--- src/sv/fwpd_pkg.sv ---
`default_nettype none

package fwpd_pkg;

   // Fixed field widths of the input and result words.
   localparam int MANT_W  = 64;
   localparam int EXP_W   = 15;
   localparam int DIGIT_W = 4;

   // Entries held between the classifier and the converter.
   localparam int QUEUE_DEPTH = 2;
   localparam int QPTR_W      = $clog2(QUEUE_DEPTH);
   localparam int QCNT_W      = $clog2(QUEUE_DEPTH + 1);

   // One classified word waiting for conversion.
   typedef struct packed {
      logic                overflow;
      logic [MANT_W-1:0]   mantissa;
      logic [EXP_W-1:0]    exponent;
   } fwpd_entry_type;

endpackage

`default_nettype wire

--- src/sv/fwpd_front.sv ---
`default_nettype none

module fwpd_front
   import fwpd_pkg::*;
#(
   parameter int WHOLE_BITS = 128
) (
   input  wire logic                 start,
   input  wire logic                 queue_full,
   input  wire logic [MANT_W-1:0]    req_mantissa,
   input  wire logic [EXP_W-1:0]     req_exponent,
   output logic                      push,
   output fwpd_entry_type            push_entry
);

   logic accept;
   logic negative;

   // A word is taken whenever the queue has room; a negative exponent has no
   // whole part and is dropped here without reaching the converter.
   assign accept   = start && !queue_full;
   assign negative = req_exponent[EXP_W-1];
   assign push     = accept && !negative;

   assign push_entry.overflow = req_exponent >= EXP_W'(WHOLE_BITS);
   assign push_entry.mantissa = req_mantissa;
   assign push_entry.exponent = req_exponent;

endmodule

`default_nettype wire

--- src/sv/fwpd_queue.sv ---
`default_nettype none

module fwpd_queue
   import fwpd_pkg::*;
(
   input  wire logic            clock,
   input  wire logic            reset,
   input  wire logic            push,
   input  fwpd_entry_type       push_entry,
   input  wire logic            pop,
   output logic                 full,
   output logic                 not_empty,
   output fwpd_entry_type       head
);

   fwpd_entry_type      entry_ff [QUEUE_DEPTH];
   logic [QPTR_W-1:0]   wr_ptr_ff, wr_ptr_in;
   logic [QPTR_W-1:0]   rd_ptr_ff, rd_ptr_in;
   logic [QCNT_W-1:0]   count_ff,  count_in;

   assign full      = count_ff == QCNT_W'(QUEUE_DEPTH);
   assign not_empty = count_ff != '0;
   assign head      = entry_ff[rd_ptr_ff];

   always_comb begin
      wr_ptr_in = wr_ptr_ff;
      rd_ptr_in = rd_ptr_ff;
      count_in  = count_ff;
      if (push) begin
         wr_ptr_in = (wr_ptr_ff == QPTR_W'(QUEUE_DEPTH - 1)) ? '0 : wr_ptr_ff + 1'b1;
      end
      if (pop) begin
         rd_ptr_in = (rd_ptr_ff == QPTR_W'(QUEUE_DEPTH - 1)) ? '0 : rd_ptr_ff + 1'b1;
      end
      if (push && !pop) begin
         count_in = count_ff + 1'b1;
      end else if (pop && !push) begin
         count_in = count_ff - 1'b1;
      end
   end

   always_ff @(posedge clock) begin
      if (reset) begin
         wr_ptr_ff <= '0;
         rd_ptr_ff <= '0;
         count_ff  <= '0;
      end else begin
         wr_ptr_ff <= wr_ptr_in;
         rd_ptr_ff <= rd_ptr_in;
         count_ff  <= count_in;
      end
      if (push) begin
         entry_ff[wr_ptr_ff] <= push_entry;
      end
   end

endmodule

`default_nettype wire

--- src/sv/fwpd_back.sv ---
`default_nettype none

module fwpd_back
   import fwpd_pkg::*;
#(
   parameter int WHOLE_BITS = 128,
   parameter int DIGITS     = 40
) (
   input  wire logic                 clock,
   input  wire logic                 reset,
   input  wire logic                 head_valid,
   input  fwpd_entry_type            head,
   output logic                      pop,
   output logic                      rsp_strobe,
   output logic [DIGIT_W-1:0]        rsp_digit,
   output logic                      rsp_last_digit,
   output logic                      rsp_overflow
);

   localparam int STEP_W = $clog2(WHOLE_BITS);
   localparam int EMIT_W = $clog2(DIGITS);
   localparam int BCD_W  = DIGITS * DIGIT_W;

   typedef enum logic [1:0] {
      IDLE,
      CONVERT,
      EMIT
   } state_type;

   state_type             state_ff,   state_in;
   logic [MANT_W-1:0]     mant_ff,    mant_in;
   logic [STEP_W-1:0]     exp_ff,     exp_in;
   logic [STEP_W-1:0]     step_ff,    step_in;
   logic [BCD_W-1:0]      bcd_ff,     bcd_in;
   logic [EMIT_W-1:0]     emit_ff,    emit_in;
   logic                  strobe_ff,  strobe_in;
   logic [DIGIT_W-1:0]    digit_ff,   digit_in;
   logic                  last_ff,    last_in;
   logic                  ovf_ff,     ovf_in;

   logic                  take_bit;
   logic                  bit_in;
   logic [BCD_W-1:0]      adjusted;

   assign pop = (state_ff == IDLE) && head_valid;

   // Step b of the conversion feeds whole-part bit b; bits above the exponent
   // are zero, and from the exponent down the mantissa is fed from its top.
   assign take_bit = step_ff <= exp_ff;
   assign bit_in   = take_bit && mant_ff[MANT_W-1];

   always_comb begin
      for (int d = 0; d < DIGITS; d++) begin
         if (bcd_ff[d*DIGIT_W +: DIGIT_W] > DIGIT_W'(4)) begin
            adjusted[d*DIGIT_W +: DIGIT_W] = bcd_ff[d*DIGIT_W +: DIGIT_W] + DIGIT_W'(3);
         end else begin
            adjusted[d*DIGIT_W +: DIGIT_W] = bcd_ff[d*DIGIT_W +: DIGIT_W];
         end
      end
   end

   always_comb begin
      state_in  = state_ff;
      mant_in   = mant_ff;
      exp_in    = exp_ff;
      step_in   = step_ff;
      bcd_in    = bcd_ff;
      emit_in   = emit_ff;
      strobe_in = 1'b0;
      digit_in  = digit_ff;
      last_in   = last_ff;
      ovf_in    = 1'b0;
      unique case (state_ff)
         IDLE: begin
            if (head_valid) begin
               if (head.overflow) begin
                  strobe_in = 1'b1;
                  digit_in  = '0;
                  last_in   = 1'b1;
                  ovf_in    = 1'b1;
               end else begin
                  mant_in  = head.mantissa;
                  exp_in   = head.exponent[STEP_W-1:0];
                  step_in  = STEP_W'(WHOLE_BITS - 1);
                  bcd_in   = '0;
                  state_in = CONVERT;
               end
            end
         end
         CONVERT: begin
            bcd_in = {adjusted[BCD_W-2:0], bit_in};
            if (take_bit) begin
               mant_in = {mant_ff[MANT_W-2:0], 1'b0};
            end
            step_in = step_ff - 1'b1;
            if (step_ff == '0) begin
               emit_in  = '0;
               state_in = EMIT;
            end
         end
         EMIT: begin
            strobe_in = 1'b1;
            digit_in  = bcd_ff[BCD_W-1 -: DIGIT_W];
            last_in   = emit_ff == EMIT_W'(DIGITS - 1);
            bcd_in    = {bcd_ff[BCD_W-DIGIT_W-1:0], DIGIT_W'(0)};
            emit_in   = emit_ff + 1'b1;
            if (emit_ff == EMIT_W'(DIGITS - 1)) begin
               state_in = IDLE;
            end
         end
         default: begin
            state_in = IDLE;
         end
      endcase
   end

   always_ff @(posedge clock) begin
      if (reset) begin
         state_ff  <= IDLE;
         strobe_ff <= 1'b0;
         ovf_ff    <= 1'b0;
      end else begin
         state_ff  <= state_in;
         strobe_ff <= strobe_in;
         ovf_ff    <= ovf_in;
      end
      mant_ff  <= mant_in;
      exp_ff   <= exp_in;
      step_ff  <= step_in;
      bcd_ff   <= bcd_in;
      emit_ff  <= emit_in;
      digit_ff <= digit_in;
      last_ff  <= last_in;
   end

   assign rsp_strobe     = strobe_ff;
   assign rsp_digit      = digit_ff;
   assign rsp_last_digit = last_ff;
   assign rsp_overflow   = ovf_ff;

endmodule

`default_nettype wire

--- src/sv/float_whole_part_to_decimal.sv ---
`default_nettype none

// Converts the whole part of a float to decimal. A word is the 64-bit
// mantissa (top bit is the integer bit) and the signed exponent of that top
// bit; the block drops fraction bits and answers with DIGITS decimal digits,
// most significant first, leading zeros included, the last one flagged by
// rsp_last_digit. A negative exponent gives no response at all. An exponent
// of WHOLE_BITS or more gives a single response with rsp_overflow and
// rsp_last_digit set and a zero digit. Responses appear for one cycle under
// rsp_strobe and cannot be held off, so the receiver must take each one as
// it comes; the digits of one word arrive on consecutive cycles.
// A word is taken on a rising edge with start high and busy low. A front end
// classifies it and places it in a two-entry queue, so busy only rises when
// two words are already waiting behind the converter. The converter runs
// double dabble with one shift-and-adjust step per whole-part bit, then
// shifts out one digit per cycle. A normal word occupies it through IDLE,
// CONVERT and EMIT, an overflow word in IDLE only, and a negative word not
// at all. That converter loop sets the sustained rate.

module float_whole_part_to_decimal
   import fwpd_pkg::*;
#(
   parameter int WHOLE_BITS = 128,
   parameter int DIGITS     = 40
) (
   input  wire logic                       clock,
   input  wire logic                       reset,
   input  wire logic                       start,
   output logic                            busy,
   input  wire logic [MANT_W-1:0]          req_mantissa,
   input  wire logic signed [EXP_W-1:0]    req_exponent,
   output logic                            rsp_strobe,
   output logic [DIGIT_W-1:0]              rsp_digit,
   output logic                            rsp_last_digit,
   output logic                            rsp_overflow
);

   logic             push;
   fwpd_entry_type   push_entry;
   logic             queue_full;
   logic             head_valid;
   fwpd_entry_type   head;
   logic             pop;

   // Busy only reflects queue space, never the converter's state.
   assign busy = queue_full;

   fwpd_front #(
      .WHOLE_BITS (WHOLE_BITS)
   ) u_front (
      .start        (start),
      .queue_full   (queue_full),
      .req_mantissa (req_mantissa),
      .req_exponent ($unsigned(req_exponent)),
      .push         (push),
      .push_entry   (push_entry)
   );

   fwpd_queue u_queue (
      .clock      (clock),
      .reset      (reset),
      .push       (push),
      .push_entry (push_entry),
      .pop        (pop),
      .full       (queue_full),
      .not_empty  (head_valid),
      .head       (head)
   );

   // The converter keeps its result word in registers, so the response
   // ports come straight from flip-flops.
   fwpd_back #(
      .WHOLE_BITS (WHOLE_BITS),
      .DIGITS     (DIGITS)
   ) u_back (
      .clock          (clock),
      .reset          (reset),
      .head_valid     (head_valid),
      .head           (head),
      .pop            (pop),
      .rsp_strobe     (rsp_strobe),
      .rsp_digit      (rsp_digit),
      .rsp_last_digit (rsp_last_digit),
      .rsp_overflow   (rsp_overflow)
   );

endmodule

`default_nettype wire

--- config.mk ---
export PLATFORM = sky130hd
export DESIGN_NAME = float_whole_part_to_decimal
export DESIGN_NICKNAME = d
export VERILOG_FILES = /design/src/sv/fwpd_pkg.sv /design/src/sv/fwpd_front.sv /design/src/sv/fwpd_queue.sv /design/src/sv/fwpd_back.sv /design/src/sv/float_whole_part_to_decimal.sv
export SDC_FILE = /design/constraint.sdc
export NUM_CORES = 1
export LEC_CHECK = 0
export ABC_CLOCK_PERIOD_IN_PS = 8000
export BUFFER_PORTS_ARGS = -buffer_cell sky130_fd_sc_hd__buf_2
export CORE_ASPECT_RATIO = 1.4
export CORE_MARGIN = 8
export CORE_UTILIZATION = 29
export DETAILED_ROUTE_END_ITERATION = 10
export PLACE_DENSITY = 0.44
export SYNTH_ARGS = -nofsm -noshare
export SYNTH_HDL_FRONTEND = slang
export SYNTH_SLANG_ARGS = --single-unit
--- constraint.sdc ---
create_clock -name clock -period 8 [get_ports clock]
set_clock_uncertainty 0.15 [all_clocks]
set_input_delay 0.4 -clock clock [delete_from_list [all_inputs] [get_ports clock]]
set_output_delay 0.4 -clock clock [all_outputs]
set_load 0.02 [all_outputs]
# [Word level (Yosys, flattened, before mapping)]
# Memories as Yosys holds them, arrays and structs flattened. A register that Yosys moved wholly into a read port is not among the register bits.
# Cells that the tools add are included.
[totals] reg_bits=257 latchBits=0 mem_bits_rw=160 mem_bits_ro=0 in_bits=82 output_inout_bits=8 elab_cells=214 n_memories=1
[op_classes] n_addsub=46 n_mul=0 n_div=0 order_cmp=42 eq_ne=10 shift=0 n_mux=74 n_bitwise=2 reduce_logical=26
[memory_table] memory="u_queue.entry_ff" depth=2 width=80 read_ports=1 rd_ports_with_merged_regs=1 wr=1 line_no="fwpd_queue.sv:16" text="fwpd_entry_type entry_ff [QUEUE_DEPTH];"
[ops] operator="$pmux 160 s3" n=1
[ops] operator="$mux 160" n=2
[ops] operator="$mux 64" n=3
[ops] operator="$mux 4" n=41
[ops] operator="$gt 4x3->1 const B" n=40
[ops] operator="$add 4x2->4 const B" n=39
[ops] operator="$pmux 64 s2" n=1
[ops] operator="$ge 15x8->1 const B" n=1
[ops] operator="$mux 7" n=2
[ops] operator="$pmux 7 s2" n=1
[ops] operator="$mux 2" n=6
[ops] operator="$pmux 6 s2" n=1
[ops] operator="$reduce_and 3->1" n=4
[ops] operator="$mux 1" n=10
[ops] operator="$reduce_bool 2->1" n=5
[ops] operator="$ne 2x1->1 const B" n=4
[ops] operator="$pmux 4 s2" n=1
[ops] operator="$reduce_and 4->1" n=2
[ops] operator="$le 7x7->1" n=1
[ops] operator="$logic_not 7->1" n=1
[ops] operator="$sub 7x1->7 const B" n=1
[ops] operator="$add 6x1->6 const B" n=1
[ops] operator="$eq 6x6->1 const B" n=1
[ops] operator="$logic_and 1x1->1" n=6
[ops] operator="17 further kinds" n=25

# [Logic depth before layout (Yosys ltp)]
[logic_depth] depth_word=8 mapped_depth=8 depth_no_buf=7

# [By module]
# Synthesis repeated with hierarchy kept, for this count alone.
[hier_totals] hier_cells=1661 area_unflattened_um2=21301.7
[by_module_without_submodules] mod="fwpd_back" instances=1 cells_per_inst=1307 area_per_inst_um2=14671.6 seq_area_each_um2=7557.2
[by_module_without_submodules] mod="fwpd_queue" instances=1 cells_per_inst=271 area_per_inst_um2=6013.3 seq_area_each_um2=4904.7
[by_module_without_submodules] mod="fwpd_front" instances=1 cells_per_inst=83 area_per_inst_um2=616.8 seq_area_each_um2=0.0

# [Worst setup path before layout]
# OpenSTA, ideal clock, no wires.
[synth_timing] path_kind="reg-to-reg" start="reg u_back.state_ff[1]" end="reg u_back.bcd_ff[0] (enable)" setup_time_ps=700 arrival_time_ps=7974 required_ps=7150 slack_ps=-823 stages_incl_launch_ff=6 path_buffers=1 synth_period_minus_slack_ps=8823 cell_sequence="dfxtp_1 > inv_1 > ha_1 > inv_2 > clkbuf_1 > o21ai_1"
[synth_via] elab_chain_len=3 elab_cells_between_ends=7 classes_between="eq/ne (4); reduce/logical (3)"
[synth_rtl] element="from (decl)" line_no="fwpd_back.sv:30" text="state_type state_ff, state_in;"
[synth_rtl] element="from (signal assigned)" line_no="fwpd_back.sv:123" text="state_ff <= state_in;"
[synth_rtl] element="$eq 2x1->1, or another cell as far along" line_no="fwpd_back.sv:73" text="unique case (state_ff)"
[synth_rtl] element="$reduce_bool 3->1 (no source line), or another cell as far along"
[synth_rtl] element="$reduce_and 3->1 (no source line) (*)"
[synth_rtl] element="to (signal assigned)" line_no="fwpd_back.sv:130" text="bcd_ff <= bcd_in;"
[synth_rtl] element="to (decl)" line_no="fwpd_back.sv:34" text="logic [BCD_W-1:0] bcd_ff, bcd_in;"
# Mark *: on every way between the ends. The rest lies on a longest branch, timed or not.
# A chain may end at the register's enable or synchronous reset.

# [Worst setup path in the final report]
[layout_timing] start="reg u_back.state_ff[1]" end="reg u_back.mant_ff[24] (enable)"
[layout_via] elab_chain_len=3 elab_cells_between_ends=7 classes_between="eq/ne (4); reduce/logical (3)"
[layout_rtl] element="$eq 2x1->1 or $logic_not 2->1 (tied branches)" line_no="fwpd_back.sv:73"
[layout_rtl] element="$ne 2x1->1 (no source line), or another cell as far along"
[layout_rtl] element="$reduce_and 4->1 (no source line) (*)"
[layout_rtl] element="to (signal assigned)" line_no="fwpd_back.sv:127" text="mant_ff <= mant_in;"
[layout_rtl] element="to (decl)" line_no="fwpd_back.sv:31" text="logic [MANT_W-1:0] mant_ff, mant_in;"
# Marked as above.

==> summary.md <==
| Metric | Value |
|---|---|
| Final Hold Fails | `0` |
| Pwr Density | `231 nW/um^2` |
| Final antenna-violating net count | `0` |
| CP max-delay cell | `o21ai_1` |
| Drt initial violations | `686` |
| Crit path time final | `around 4.0 ns` |
| Total Die Area | `around 75000 sq um` |
| Critical path, cell by cell | `inv_1, ha_4, inv_2, o21ai_1, a21boi_4, buf_4` |
| Status | `completed` |
| GPL Wtd Cong | `about 0.7` |
| Crit end category | `flop` |
| Worst-path maximum fanout | `64` |
| Clock Tree Buf Depth | `3` |
| Slew @ Worst Pin | `1.01 ns` |
| Clk slew on worst S/H paths | `roughly 0.06 ns` |
| Period utilization | `49.8%` |
| Setup TNS | `0 ns` |
| Met2 wire length | `19800 um` |
| Uppermost layer routed | `met4` |
| Area growth from synthesis to layout | `18.4%` |
| Wire length on met3 | `1360 um` |
| Vias in the first global route | `12900` |
| Slew headroom | `about a third` |
| Final Routed Wirelength | `38800 um` |
| First-pass GRT wire length | `64400 um` |
| Yosys cell types | `39` |
| Crit-path leading delay family | `buffers and inverters` |
| CP Buf/Inv Count | `3` |
| Hold buffers post-CTS | `76` |
| IO Port Bufs | `about 90` |
| Initial antenna violation count | `0` |
| Clk sinks | `402` |
| Core area | `65600 sq um` |
| Yosys reg bits | `402` |
| Post-CTS Resized | `0` |
| Cell count after synthesis | `about 1600` |
| # DRC | `0` |
| I/O pin cnt | `90` |
| Post-DP HPWL | `22200 um` |
| Met1 Routed Length | `around 17000 um` |
| Setup CP Type | `flop to flop` |
| Starting Density | `around 29%` |
| Post-synth net total | `between 1500 and 2000` |
| GRT Residual Overflow | `0` |
| Leakage | `~7.6 nW` |
| Worst Setup Start Kind | `flop` |
| Max stage delay on crit path | `around 0.75 ns` |
| CTS root buffer | `clkbuf_16` |
| Synthesized area per cell | `12.1 sq um` |
| Worst Path Arrival | `4.01 ns` |
| DR WL/cell | `14.9 um` |
| Vertical die dimension | `321 um` |
| CTS H-Tree Depth | `2` |
| Std-Cell Rows | `111` |
| Setup-failing EPs final | `0` |
| VDD IR max | `0.162 mV` |
| EDFF count, synth | `393` |
| DP Area | `20600 sq um` |
| Required time worst endpoint | `8.03 ns` |
| Worst r2r src | `u_back.state_ff[1]` |
| Fill count | `6501` |
| Post-CTS Setup Bufs | `0` |
| TritonCTS clock tree | `done` |
| Highest clock rate | `251 MHz` |
| Total number of vias | `12300` |
| Worst setup path startpoint | `u_back.state_ff[1]` |
| Antenna cell count | `0` |
| DR vias/cell | `4.70` |
| Die W | `234 um` |
| Initial DRT Pass Iterations | `5` |
| Post-route cell area | `roughly 23000 sq um` |
| Net count reported at finish | `1863` |
| Clock Latency Late Sink | `0.57 ns` |
| Final setup margin | `between 4 and 5 ns` |
| RSZ-0062 raised after global routing | `no` |
| Largest net degree at the start of global routing | `a little over 200` |
| Syn. warnings | `0` |
| Max-cap violations | `0` |
| Total track usage | `10.3%` |
| Hold Path Class | `input pin to flop` |
| Post-synth ARST share | `0%` |
| Layout cells sized above 1 | `9.54%` |
| Final Hold Slack | `around 0.17 ns` |
| Worst hold path startpoint | `start` |
| CTS buffer count | `44` |
| Most used DFF post-synth | `edfxtp_1` |
| Sequential fraction of the synthesis area | `approximately 62%` |
| Mapped Area | `19200 sq um` |
| Fin. max-slew vios | `0` |
| Placement Setup Slack | `~3.9 ns` |
[synthesized netlist by cell type, types with 28 or more instances]
cell type	instances	area, sq um
nand2_1	76	285
nor2_1	176	661
nor3b_1	40	300
o21ai_0	28	140
a21oi_1	85	425
edfxtp_1	393	11800
a22oi_1	117	878
nor3_1	41	205
inv_1	131	492
clkbuf_1	51	191
a21o_1	42	315
xnor2_1	46	403
ha_1	53	663
o21ai_1	81	405
mux2i_1	104	1040
a2bb2oi_1	39	342
[registers in the layout (all words and copies together), names as in the netlist, 2 cells and up, named ones only]
| signal | count |
|---|---|
| u_back.bcd_ff | 160 |
| u_queue.entry_ff | 144 |
| u_back.mant_ff | 64 |
| u_back.exp_ff | 7 |
| u_back.step_ff | 7 |
| u_back.emit_ff | 6 |
| u_back.rsp_digit | 4 |
| u_back.state_ff | 2 |
| u_queue.count_ff | 2 |
[worst paths after layout]
kind | end | slack, ns | cells past startpoint
max | u_back.mant_ff[24] | 4.02 | 6
min | u_queue.wr_ptr_ff | 0.17 | 4
max reg2reg | u_back.mant_ff[24] | 4.02 | 6
min reg2reg | u_queue.rd_ptr_ff | 0.36 | 2
[layer usage]
| metal | global-route usage, % | vias up |
|---|---|---|
| met4 | 2.96 | 0 |
| met1 | 11.8 | 5926 |
| met5 | 0 | - |
| li1 | - | 6124 |
| met3 | 2.04 | 51 |
| met2 | 19.0 | 166 |
[cell type report]
cell class,instances,area [sq um],area share (%)
clock buffers,58,1170,5.16
clock inverters,21,256,1.13
inverters,134,505,2.22
multi-input cells,973,6480,28.5
flip-flops and latches,402,12000,52.7
well taps,847,1060,4.66
repair buffers,173,1290,5.68
[placed cells by master, fill, tap and decap left out, types with 3 or more instances in the layout]
cell	count
clkinv_2	3
nor2_1	176
dlygate4sd3_1	76
ha_1	51
mux2_1	7
edfxtp_1	393
a21oi_1	85
clkinv_8	3
clkinv_1	9
nand2b_1	3
o21ai_0	28
nor3b_1	40
clkbuf_16	44
clkbuf_1	12
o21ai_1	80
inv_1	131
nand2_1	76
and2_1	3
xnor2_1	46
buf_2	89
nor3_1	41
buf_4	6
a2bb2oi_1	39
a22oi_1	117
xor2_1	6
dfxtp_1	8
nand3_1	5
or3_1	3
mux2i_1	104
bufinv_16	5
a21o_1	42
[kinds of logic (layout without fill, tap and decap cells)]
group	count (synthesis)	in the layout	share of synthesized area, %
flip-flops	402	402	62.4
multiplexers	112	112	5.91
AO/OA/AOI/OAI	398	398	13.3
buffers and inverters	210	386	4.21
AND/OR/NAND/NOR	358	358	8.42
XOR/XNOR	52	52	2.37
adder cells (fa/ha/maj)	53	53	3.45
[power by group]
| group | internal, W | switching, W | total (W) |
|---|---|---|---|
| registers | 0.00248 | 0.0000814 | 0.00256 |
| logic | 0.000276 | 0.000370 | 0.000646 |
| clock network | 0.00120 | 0.000839 | 0.00204 |
| total | 0.00395 | 0.00129 | 0.00524 |
[tightest hold or removal path, delay by kind of cell]
| family | cells | cell delay [ns] |
|---|---|---|
| AND/OR/NAND/NOR | 2 | 0.21 |
| XOR/XNOR | 1 | 0.13 |
| buffers and inverters | 1 | 0.09 |
[per-stage QoR]
stage	utilization (%)	std cells	total power [W]
final	34.7	2608	0.00524
after global routing	34.7	2608	0.00549
after CTS	34.7	2608	0.00536
after detailed placement	31.4	2453	0.00325
after global placement	31.4	2453	0.00324
after floorplan	-	1585	0.00308
Note: power is estimated with default switching activity, not from simulation.
